**src/rtl/apea_pkg.sv**
```systemverilog
// Shared types, codes and helpers for the absolute pointer event accumulator.
`timescale 1ns / 1ps
`default_nettype none
package apea_pkg;

	localparam logic [15:0] TYPE_SYN        = 16'h0000;
	localparam logic [15:0] TYPE_KEY        = 16'h0001;
	localparam logic [15:0] TYPE_ABS        = 16'h0003;
	localparam logic [15:0] CODE_AXIS_X     = 16'h0000;
	localparam logic [15:0] CODE_AXIS_Y     = 16'h0001;
	localparam logic [15:0] CODE_SYN_REPORT = 16'h0000;
	localparam logic [15:0] CODE_BTN_LEFT   = 16'h0110;
	localparam logic [15:0] CODE_BTN_RIGHT  = 16'h0111;
	localparam logic [15:0] CODE_BTN_MIDDLE = 16'h0112;

	localparam logic [2:0] BTN_LEFT_BIT   = 3'b001;
	localparam logic [2:0] BTN_RIGHT_BIT  = 3'b010;
	localparam logic [2:0] BTN_MIDDLE_BIT = 3'b100;

	localparam logic CFG_SCREEN_WIDTH  = 1'b0;
	localparam logic CFG_SCREEN_HEIGHT = 1'b1;

	localparam logic [15:0] SCREEN_WIDTH_RST  = 16'd1024;
	localparam logic [15:0] SCREEN_HEIGHT_RST = 16'd768;

	localparam logic [15:0] AXIS_FULL_SCALE = 16'd32767;

	localparam int QUEUE_DEPTH = 4;
	localparam int QUEUE_AW    = $clog2(QUEUE_DEPTH);

	typedef logic [QUEUE_AW-1:0] queue_ptr_t;
	typedef logic [QUEUE_AW:0]   queue_cnt_t;

	typedef struct packed {
		logic        use_raw;
		logic [31:0] x;
		logic [31:0] y;
		logic [15:0] dm1_x;
		logic [15:0] dm1_y;
		logic [2:0]  buttons;
	} report_t;

	function automatic logic [15:0] dim_minus_one(input logic [15:0] dim);
		return (dim <= 16'd1) ? 16'd1 : dim - 16'd1;
	endfunction

	function automatic logic [31:0] magnitude(input logic [31:0] pos);
		return pos[31] ? (~pos + 32'd1) : pos;
	endfunction

endpackage
`default_nettype wire

```
**src/rtl/apea_front.sv**
```systemverilog
// Front end: configuration registers, event decode and pointer state.
`timescale 1ns / 1ps
`default_nettype none
module apea_front import apea_pkg::*; (
	input  wire logic        clk,
	input  wire logic        arst_n,
	input  wire logic        cfg_we,
	input  wire logic        cfg_index,
	input  wire logic [15:0] cfg_data,
	input  wire logic        in_valid,
	output logic             in_stall,
	input  wire logic [15:0] event_type,
	input  wire logic [15:0] event_code,
	input  wire logic [31:0] event_value,
	input  wire logic [31:0] cursor_now_x,
	input  wire logic [31:0] cursor_now_y,
	input  wire logic        queue_full,
	output logic             push,
	output report_t          push_data
);

	logic [15:0] screen_width_q;
	logic [15:0] screen_height_q;
	logic [31:0] pos_x_q;
	logic [31:0] pos_y_q;
	logic        pos_valid_q;
	logic [2:0]  buttons_q;
	logic        accept;
	logic [2:0]  key_bit;

	assign in_stall = queue_full;
	assign accept   = in_valid && !queue_full;

	always_comb begin
		case (event_code)
			CODE_BTN_LEFT:   key_bit = BTN_LEFT_BIT;
			CODE_BTN_RIGHT:  key_bit = BTN_RIGHT_BIT;
			CODE_BTN_MIDDLE: key_bit = BTN_MIDDLE_BIT;
			default:         key_bit = 3'b000;
		endcase
	end

	assign push = accept && (event_type == TYPE_SYN) && (event_code == CODE_SYN_REPORT);

	always_comb begin
		push_data.use_raw = !pos_valid_q;
		push_data.x       = pos_valid_q ? pos_x_q : cursor_now_x;
		push_data.y       = pos_valid_q ? pos_y_q : cursor_now_y;
		push_data.dm1_x   = dim_minus_one(screen_width_q);
		push_data.dm1_y   = dim_minus_one(screen_height_q);
		push_data.buttons = buttons_q;
	end

	always_ff @(posedge clk or negedge arst_n) begin
		if (!arst_n) begin
			screen_width_q  <= SCREEN_WIDTH_RST;
			screen_height_q <= SCREEN_HEIGHT_RST;
		end else if (cfg_we) begin
			case (cfg_index)
				CFG_SCREEN_WIDTH:  screen_width_q  <= cfg_data;
				CFG_SCREEN_HEIGHT: screen_height_q <= cfg_data;
				default:           screen_width_q  <= screen_width_q;
			endcase
		end
	end

	always_ff @(posedge clk or negedge arst_n) begin
		if (!arst_n) begin
			pos_x_q     <= '0;
			pos_y_q     <= '0;
			pos_valid_q <= 1'b0;
			buttons_q   <= '0;
		end else if (accept) begin
			if (event_type == TYPE_ABS) begin
				if (event_code == CODE_AXIS_X) begin
					pos_x_q     <= event_value;
					pos_valid_q <= 1'b1;
				end else if (event_code == CODE_AXIS_Y) begin
					pos_y_q     <= event_value;
					pos_valid_q <= 1'b1;
				end
			end else if (event_type == TYPE_KEY) begin
				if (event_value != 32'd0) begin
					buttons_q <= buttons_q | key_bit;
				end else begin
					buttons_q <= buttons_q & ~key_bit;
				end
			end
		end
	end

	apea_no_push_when_full: assert property (@(posedge clk) disable iff (!arst_n)
		push |-> !queue_full)
		else $error("report pushed into a full queue");

endmodule
`default_nettype wire

```
**src/rtl/apea_queue.sv**
```systemverilog
// Short report queue between the decode front end and the scaling back end.
`timescale 1ns / 1ps
`default_nettype none
module apea_queue import apea_pkg::*; (
	input  wire logic    clk,
	input  wire logic    arst_n,
	input  wire logic    push,
	input  wire report_t push_data,
	input  wire logic    pop,
	output report_t      pop_data,
	output logic         full,
	output logic         empty
);

	report_t    mem [QUEUE_DEPTH];
	queue_ptr_t wr_ptr_q;
	queue_ptr_t rd_ptr_q;
	queue_cnt_t count_q;

	assign full     = (count_q == queue_cnt_t'(QUEUE_DEPTH));
	assign empty    = (count_q == '0);
	assign pop_data = mem[rd_ptr_q];

	always_ff @(posedge clk) begin
		if (push) begin
			mem[wr_ptr_q] <= push_data;
		end
	end

	always_ff @(posedge clk or negedge arst_n) begin
		if (!arst_n) begin
			wr_ptr_q <= '0;
			rd_ptr_q <= '0;
			count_q  <= '0;
		end else begin
			if (push) begin
				wr_ptr_q <= wr_ptr_q + queue_ptr_t'(1);
			end
			if (pop) begin
				rd_ptr_q <= rd_ptr_q + queue_ptr_t'(1);
			end
			case ({push, pop})
				2'b10:   count_q <= count_q + queue_cnt_t'(1);
				2'b01:   count_q <= count_q - queue_cnt_t'(1);
				default: count_q <= count_q;
			endcase
		end
	end

	apea_no_pop_when_empty: assert property (@(posedge clk) disable iff (!arst_n)
		pop |-> !empty)
		else $error("report popped from an empty queue");

	apea_count_bounded: assert property (@(posedge clk) disable iff (!arst_n)
		count_q <= queue_cnt_t'(QUEUE_DEPTH))
		else $error("queue count beyond depth");

endmodule
`default_nettype wire

```
**src/rtl/apea_scale.sv**
```systemverilog
// Back end: scales stored positions to the screen and holds the output transaction.
`timescale 1ns / 1ps
`default_nettype none
module apea_scale import apea_pkg::*; (
	input  wire logic        clk,
	input  wire logic        arst_n,
	input  wire logic        queue_empty,
	input  wire report_t     queue_data,
	output logic             pop,
	output logic             out_valid,
	input  wire logic        out_stall,
	output logic [31:0]      pointer_x,
	output logic [31:0]      pointer_y,
	output logic [2:0]       button_mask
);

	typedef struct packed {
		logic        use_raw;
		logic        neg_x;
		logic        neg_y;
		logic [31:0] raw_x;
		logic [31:0] raw_y;
		logic [2:0]  buttons;
	} side_t;

	logic        en;
	logic        v_s1, v_s2, v_s3, v_s4, v_s5;
	side_t       side_s1, side_s2, side_s3, side_s4, side_s5;
	logic [31:0] mag_x_s1, mag_y_s1;
	logic [15:0] dm1_x_s1, dm1_y_s1;
	logic [47:0] prod_x_s2, prod_y_s2;
	logic [32:0] h_x_s3, h_y_s3;
	logic [33:0] sum1_x_s3, sum1_y_s3;
	logic [32:0] qa_x_s4, qa_y_s4;
	logic [19:0] sum2_x_s4, sum2_y_s4;
	logic [32:0] q_x_s5, q_y_s5;
	logic [15:0] sum3_x, sum3_y;
	logic [31:0] res_x, res_y;
	logic        out_valid_q;
	logic [31:0] pointer_x_q;
	logic [31:0] pointer_y_q;
	logic [2:0]  button_mask_q;

	assign en  = !out_valid_q || !out_stall;
	assign pop = en && !queue_empty;

	assign sum3_x = 16'(sum2_x_s4[19:15]) + 16'(sum2_x_s4[14:0]);
	assign sum3_y = 16'(sum2_y_s4[19:15]) + 16'(sum2_y_s4[14:0]);

	assign res_x = side_s5.neg_x ? (~q_x_s5[31:0] + 32'd1) : q_x_s5[31:0];
	assign res_y = side_s5.neg_y ? (~q_y_s5[31:0] + 32'd1) : q_y_s5[31:0];

	always_ff @(posedge clk) begin
		if (en) begin
			side_s1.use_raw <= queue_data.use_raw;
			side_s1.neg_x   <= queue_data.x[31];
			side_s1.neg_y   <= queue_data.y[31];
			side_s1.raw_x   <= queue_data.x;
			side_s1.raw_y   <= queue_data.y;
			side_s1.buttons <= queue_data.buttons;
			mag_x_s1        <= magnitude(queue_data.x);
			mag_y_s1        <= magnitude(queue_data.y);
			dm1_x_s1        <= queue_data.dm1_x;
			dm1_y_s1        <= queue_data.dm1_y;

			side_s2   <= side_s1;
			prod_x_s2 <= 48'(mag_x_s1) * 48'(dm1_x_s1);
			prod_y_s2 <= 48'(mag_y_s1) * 48'(dm1_y_s1);

			// fold 2^15 = 32767 + 1: m / 32767 = hi + (hi + lo) / 32767
			side_s3   <= side_s2;
			h_x_s3    <= prod_x_s2[47:15];
			h_y_s3    <= prod_y_s2[47:15];
			sum1_x_s3 <= 34'(prod_x_s2[47:15]) + 34'(prod_x_s2[14:0]);
			sum1_y_s3 <= 34'(prod_y_s2[47:15]) + 34'(prod_y_s2[14:0]);

			side_s4   <= side_s3;
			qa_x_s4   <= h_x_s3 + 33'(sum1_x_s3[33:15]);
			qa_y_s4   <= h_y_s3 + 33'(sum1_y_s3[33:15]);
			sum2_x_s4 <= 20'(sum1_x_s3[33:15]) + 20'(sum1_x_s3[14:0]);
			sum2_y_s4 <= 20'(sum1_y_s3[33:15]) + 20'(sum1_y_s3[14:0]);

			side_s5 <= side_s4;
			q_x_s5  <= qa_x_s4 + 33'(sum2_x_s4[19:15])
				+ 33'(sum3_x >= AXIS_FULL_SCALE);
			q_y_s5  <= qa_y_s4 + 33'(sum2_y_s4[19:15])
				+ 33'(sum3_y >= AXIS_FULL_SCALE);

			pointer_x_q   <= side_s5.use_raw ? side_s5.raw_x : res_x;
			pointer_y_q   <= side_s5.use_raw ? side_s5.raw_y : res_y;
			button_mask_q <= side_s5.buttons;
		end
	end

	always_ff @(posedge clk or negedge arst_n) begin
		if (!arst_n) begin
			v_s1        <= 1'b0;
			v_s2        <= 1'b0;
			v_s3        <= 1'b0;
			v_s4        <= 1'b0;
			v_s5        <= 1'b0;
			out_valid_q <= 1'b0;
		end else if (en) begin
			v_s1        <= !queue_empty;
			v_s2        <= v_s1;
			v_s3        <= v_s2;
			v_s4        <= v_s3;
			v_s5        <= v_s4;
			out_valid_q <= v_s5;
		end
	end

	assign out_valid   = out_valid_q;
	assign pointer_x   = pointer_x_q;
	assign pointer_y   = pointer_y_q;
	assign button_mask = button_mask_q;

	apea_pipe_holds: assert property (@(posedge clk) disable iff (!arst_n)
		(out_valid_q && out_stall) |=> ($stable(v_s5) && $stable(v_s1) && !$past(pop)))
		else $error("back end advanced while output stalled");

endmodule
`default_nettype wire

```
**src/rtl/abs_pointer_event_accumulator.sv**
```systemverilog
// Top level: absolute pointer event accumulator.
// Throughput: one event per cycle while the output is not stalled.
// A sync report is registered in order through the queue write, then magnitude, multiply,
// three fold steps and the output register; a stall holds it in place.
// Events that give no result only update state and occupy no back-end slot.
// Reset: asynchronous, clears position, buttons, queue and pipeline; screen 1024 x 768.
`timescale 1ns / 1ps
`default_nettype none
module abs_pointer_event_accumulator import apea_pkg::*; (
	input  wire logic        clk,
	input  wire logic        arst_n,
	input  wire logic        cfg_we,
	input  wire logic        cfg_index,
	input  wire logic [15:0] cfg_data,
	input  wire logic        in_valid,
	output logic             in_stall,
	input  wire logic [15:0] event_type,
	input  wire logic [15:0] event_code,
	input  wire logic [31:0] event_value,
	input  wire logic [31:0] cursor_now_x,
	input  wire logic [31:0] cursor_now_y,
	output logic             out_valid,
	input  wire logic        out_stall,
	output logic [31:0]      pointer_x,
	output logic [31:0]      pointer_y,
	output logic [2:0]       button_mask
);

	logic    q_push;
	logic    q_pop;
	logic    q_full;
	logic    q_empty;
	report_t push_data;
	report_t pop_data;

	apea_front u_front (
		.clk          (clk),
		.arst_n       (arst_n),
		.cfg_we       (cfg_we),
		.cfg_index    (cfg_index),
		.cfg_data     (cfg_data),
		.in_valid     (in_valid),
		.in_stall     (in_stall),
		.event_type   (event_type),
		.event_code   (event_code),
		.event_value  (event_value),
		.cursor_now_x (cursor_now_x),
		.cursor_now_y (cursor_now_y),
		.queue_full   (q_full),
		.push         (q_push),
		.push_data    (push_data)
	);

	apea_queue u_queue (
		.clk       (clk),
		.arst_n    (arst_n),
		.push      (q_push),
		.push_data (push_data),
		.pop       (q_pop),
		.pop_data  (pop_data),
		.full      (q_full),
		.empty     (q_empty)
	);

	apea_scale u_scale (
		.clk         (clk),
		.arst_n      (arst_n),
		.queue_empty (q_empty),
		.queue_data  (pop_data),
		.pop         (q_pop),
		.out_valid   (out_valid),
		.out_stall   (out_stall),
		.pointer_x   (pointer_x),
		.pointer_y   (pointer_y),
		.button_mask (button_mask)
	);

endmodule
`default_nettype wire

```
**config.mk**
```make
export PLATFORM = sky130hd
export DESIGN_NAME = abs_pointer_event_accumulator
export DESIGN_NICKNAME = d
export VERILOG_FILES = /design/src/rtl/apea_pkg.sv /design/src/rtl/apea_front.sv /design/src/rtl/apea_queue.sv /design/src/rtl/apea_scale.sv /design/src/rtl/abs_pointer_event_accumulator.sv
export SDC_FILE = /design/constraint.sdc
export NUM_CORES = 2
export LEC_CHECK = 0
export BUFFER_PORTS_ARGS = -buffer_cell sky130_fd_sc_hd__buf_2
export CORE_AREA = 10 10 348 484
export DETAILED_ROUTE_END_ITERATION = 7
export DIE_AREA = 0 0 358 494
export GPL_ROUTABILITY_DRIVEN = 1
export PLACE_DENSITY = 0.76
export SETUP_SLACK_MARGIN = 0.15
export SLEW_MARGIN = 20
export SYNTH_ARGS = -nofsm -noshare
export SYNTH_HDL_FRONTEND = slang
export SYNTH_SLANG_ARGS = --single-unit
```
**constraint.sdc**
```tcl
create_clock -name clk -period 67.2 [get_ports clk]
set_clock_uncertainty 0.2 [all_clocks]
set_input_delay 13.44 -clock clk [delete_from_list [all_inputs] [get_ports clk]]
set_output_delay 13.44 -clock clk [all_outputs]
set_load 0.01 [all_outputs]
```
==> results.cfg <==
[global_route]
overflow = 0
grt_pass1_wl_um = 333000
gr-usage-met2 = 0.402
grt_usage = 0.243
antenna_found_initial = 32
grt.met3_usage = 0.0551
top_usage_layer = met2
grt_use_met1 = 0.297
grt_pass1_vias = 59400
grt_max_degree = 104

[drt]
drt_iter0_markers = 4287
wl_per_cell_um = 22.0
drt_wl_total_um = 212000
vias_per_cell = 5.79
drc = 0
ant_nets = 0
drtPass1Iterations = 6
num_vias = 55700

[place]
placed_area_um2 = 93300
post-place-cells = 9368
place_congestion = 0.943
hpwl_um = 156000
io_buffers = 218

[timing]
tns_ps = 0
finalMaxSlewViolations = 0
rsz0062_at_grt = false
fmax_mhz = 56.1
max_slew_margin = 0.291
setup_viol = 0
final.min_clock_period_ps = 17840
worst_pin_slew_ps = 1060
finalCritPeriodShare = 0.265
finalHoldViolCount = 0

[floorplan]
ios = 219
dieArea_um2 = 177000
die_h_um = 494
die_w_um = 358
start_util = 0.567
core-area_um2 = 159000
rows = 173

[worst_setup_path]
r2r_slack_ps = 59740
crit_required_ps = 67400
r2r.worst_path.cells = 19
reg2reg_to = u_scale.prod_x_s2[46]
timing_worst_setup_path_type = input pin to register
cp.arrival_ps = 18040
r2r-start = u_scale.mag_x_s1[12]
endpoint_kind = register
critPathMaxFanout = 72
cp-start-kind = input pin

[cts]
hold_buffers = 0
cts-root-buf = clkbuf_16
cts_buffer_depth = 3
postCtsSetupBuffers = 0
post_cts_resized = 0
cts_sinks = 1410
htree_levels = 4
clkTransAtPathRegs_ps = 60
cts_tree = done
clock_latency_ps = 800
numCtsBuffers = 131

[power_and_ir_drop]
power.share.sequential = 0.462
p_int_mw = 1.77
power.density_nw_per_um2 = 26.1
clockPowerShare = 0.293
leakagePower_nw = 41.1
combPwrFrac = 0.245
ir_drop_v = 0.0000260
swShare = 0.303
p_sw_uw = 771

[finish]
layout.nets = 8770
syn_to_final_growth_pct = 8.41
drive_above_1_share = 0.103
fin_cells = 9614
fin_area_um2 = 97700

[run]
drv_cap = 0

[logic_synthesis]
syn_inst = 7252
syn-num-nets = 8620
postSynthAreaPerCell_um2 = 12.4
seq_area_frac_synth = 0.464
synth_edf_count = 1297
ys.flop_type = edfxtp_1
async_flop_share = 0.0801
netlist_area_um2 = 90100
ys_ff_latch = 1410
synthDistinctLibCells = 82
ys.warnings.count = 0

[min_path]
hp-start = u_scale.side_s2[5]
hold_class = register to register
whs_path_depth = 0
worstHoldEndpoint = u_scale.side_s3[5]

[status]
status = completed
[cells in the mapped netlist (12+ instances only)]
master / number / area share
inv_1: 992 / 0.041
or2_2: 13 / 0.00090
o21ai_0: 201 / 0.011
fa_1: 849 / 0.19
buf_2: 12 / 0.00067
dfrtp_1: 110 / 0.031
nor2b_1: 48 / 0.0033
a31oi_1: 20 / 0.0014
clkbuf_1: 229 / 0.0095
and3_1: 56 / 0.0039
and2_1: 447 / 0.031
nand2b_1: 27 / 0.0019
or3_1: 20 / 0.0014
a21o_1: 77 / 0.0064
o21a_1: 17 / 0.0014
nor4_1: 47 / 0.0033
nand3_1: 84 / 0.0047
mux4_2: 98 / 0.024
mux2_2: 167 / 0.021
o21bai_1: 28 / 0.0023
xnor2_1: 251 / 0.024
or4_1: 15 / 0.0012
o31ai_1: 29 / 0.0024
ha_1: 369 / 0.051
nor2_1: 203 / 0.0085
nor3_1: 48 / 0.0027
nand4_1: 47 / 0.0033
xor2_1: 190 / 0.018
nand2_1: 850 / 0.035
edfxtp_1: 1297 / 0.43
a211oi_1: 16 / 0.0013
a21oi_1: 214 / 0.012
o41ai_1: 16 / 0.0016
[stage by stage]
step / hold WS, ps / worst slack [ps] / total power, mW / util
finish: 207 / 49360 / 2.55 / 0.615
global route: 219 / 48910 / 2.68 / 0.615
global placement: 201 / 48570 / 1.79 / 0.587
floorplan: 200 / 31750 / 1.62 / -
CTS: 207 / 49290 / 2.56 / 0.615
detailed placement: 205 / 48470 / 1.81 / 0.587
[cell usage in the layout (no fill, tap or decap), types with 16 or more instances in the layout]
cell	count
edfxtp_1	1297
inv_1	992
nand2_1	849
fa_1	849
and2_1	443
ha_1	369
xnor2_1	251
buf_2	217
a21oi_1	214
nor2_1	202
o21ai_0	201
xor2_1	190
mux2_2	167
clkbuf_16	132
dfrtp_1	107
mux4_2	98
nand3_1	84
a21o_1	77
and3_1	56
buf_4	56
nor3_1	48
nand4_1	47
nor2b_1	47
nor4_1	47
o31ai_1	29
o21bai_1	28
nand2b_1	27
clkinv_1	27
clkbuf_1	26
or3_1	20
a31oi_1	20
clkinv_2	18
o21a_1	17
a211oi_1	16
o41ai_1	16
[critical path, stage by stage]
cell and delay, ps:
buf_2 120, nand2_4 580, buf_4 710, buf_4 770, buf_4 800, buf_4 720
buf_4 680
[worst max-delay path by stage]
stage | startpoint | end | slack, ps | depth (start not counted)
final | out_stall | u_scale.h_x_s3[9] | 49360 | 7
after detailed placement | out_stall | u_scale.sum1_x_s3[11] | 48470 | 7
after global routing | out_stall | u_scale.h_x_s3[5] | 48910 | 7
after floorplan | out_stall | u_queue.count_q[2] | 31750 | 8
after CTS | out_stall | u_scale.h_x_s3[9] | 49290 | 7
after global placement | out_stall | u_scale.sum1_x_s3[11] | 48570 | 7
[power groups by stage]
stage / registers, mW / clock network (mW) / logic [mW]
after global routing: 1.18 / 0.793 / 0.703
after global placement: 1.19 / 0 / 0.603
after detailed placement: 1.19 / 0 / 0.619
after floorplan: 1.15 / 0 / 0.463
after CTS: 1.17 / 0.759 / 0.624
final: 1.18 / 0.745 / 0.624
[routing by layer]
metal  wire (um)  vias to the layer above
met4       12100                       36
met2      103000                     2563
li1            -                    24700
met1       78600                    27700
met5         259                        -
met3       18300                      744
[sequential cells by signal (all words and copies together) (netlist names), 34 cells and up, named ones only]
register	flops
u_queue.mem	400
u_scale.side_s3	68
u_scale.side_s5	68
u_scale.side_s1	66
u_scale.sum1_x_s3	34
u_scale.side_s4	68
u_scale.prod_y_s2	48
u_scale.prod_x_s2	48
u_scale.side_s2	68
u_scale.sum1_y_s3	34
[area by class of cell]
type,instances,area (um2)
fillers,12000,61200
multi-input cells,4591,43600
flip-flops and latches,1410,41800
inverters,993,3730
clock buffers,158,3400
well taps,2100,2630
repair buffers,275,1550
clock inverters,82,960
diodes,5,12.5
[cells by family after synthesis]
group,count (synthesis),share of synthesized area
compound gates,712,0.0490
xor+xnor,441,0.0429
fa+ha+maj,1218,0.240
buf+inv,1251,0.0527
flops,1410,0.464
mux,271,0.0460
simple gates,1949,0.106
(Power assumes the default switching activity.)
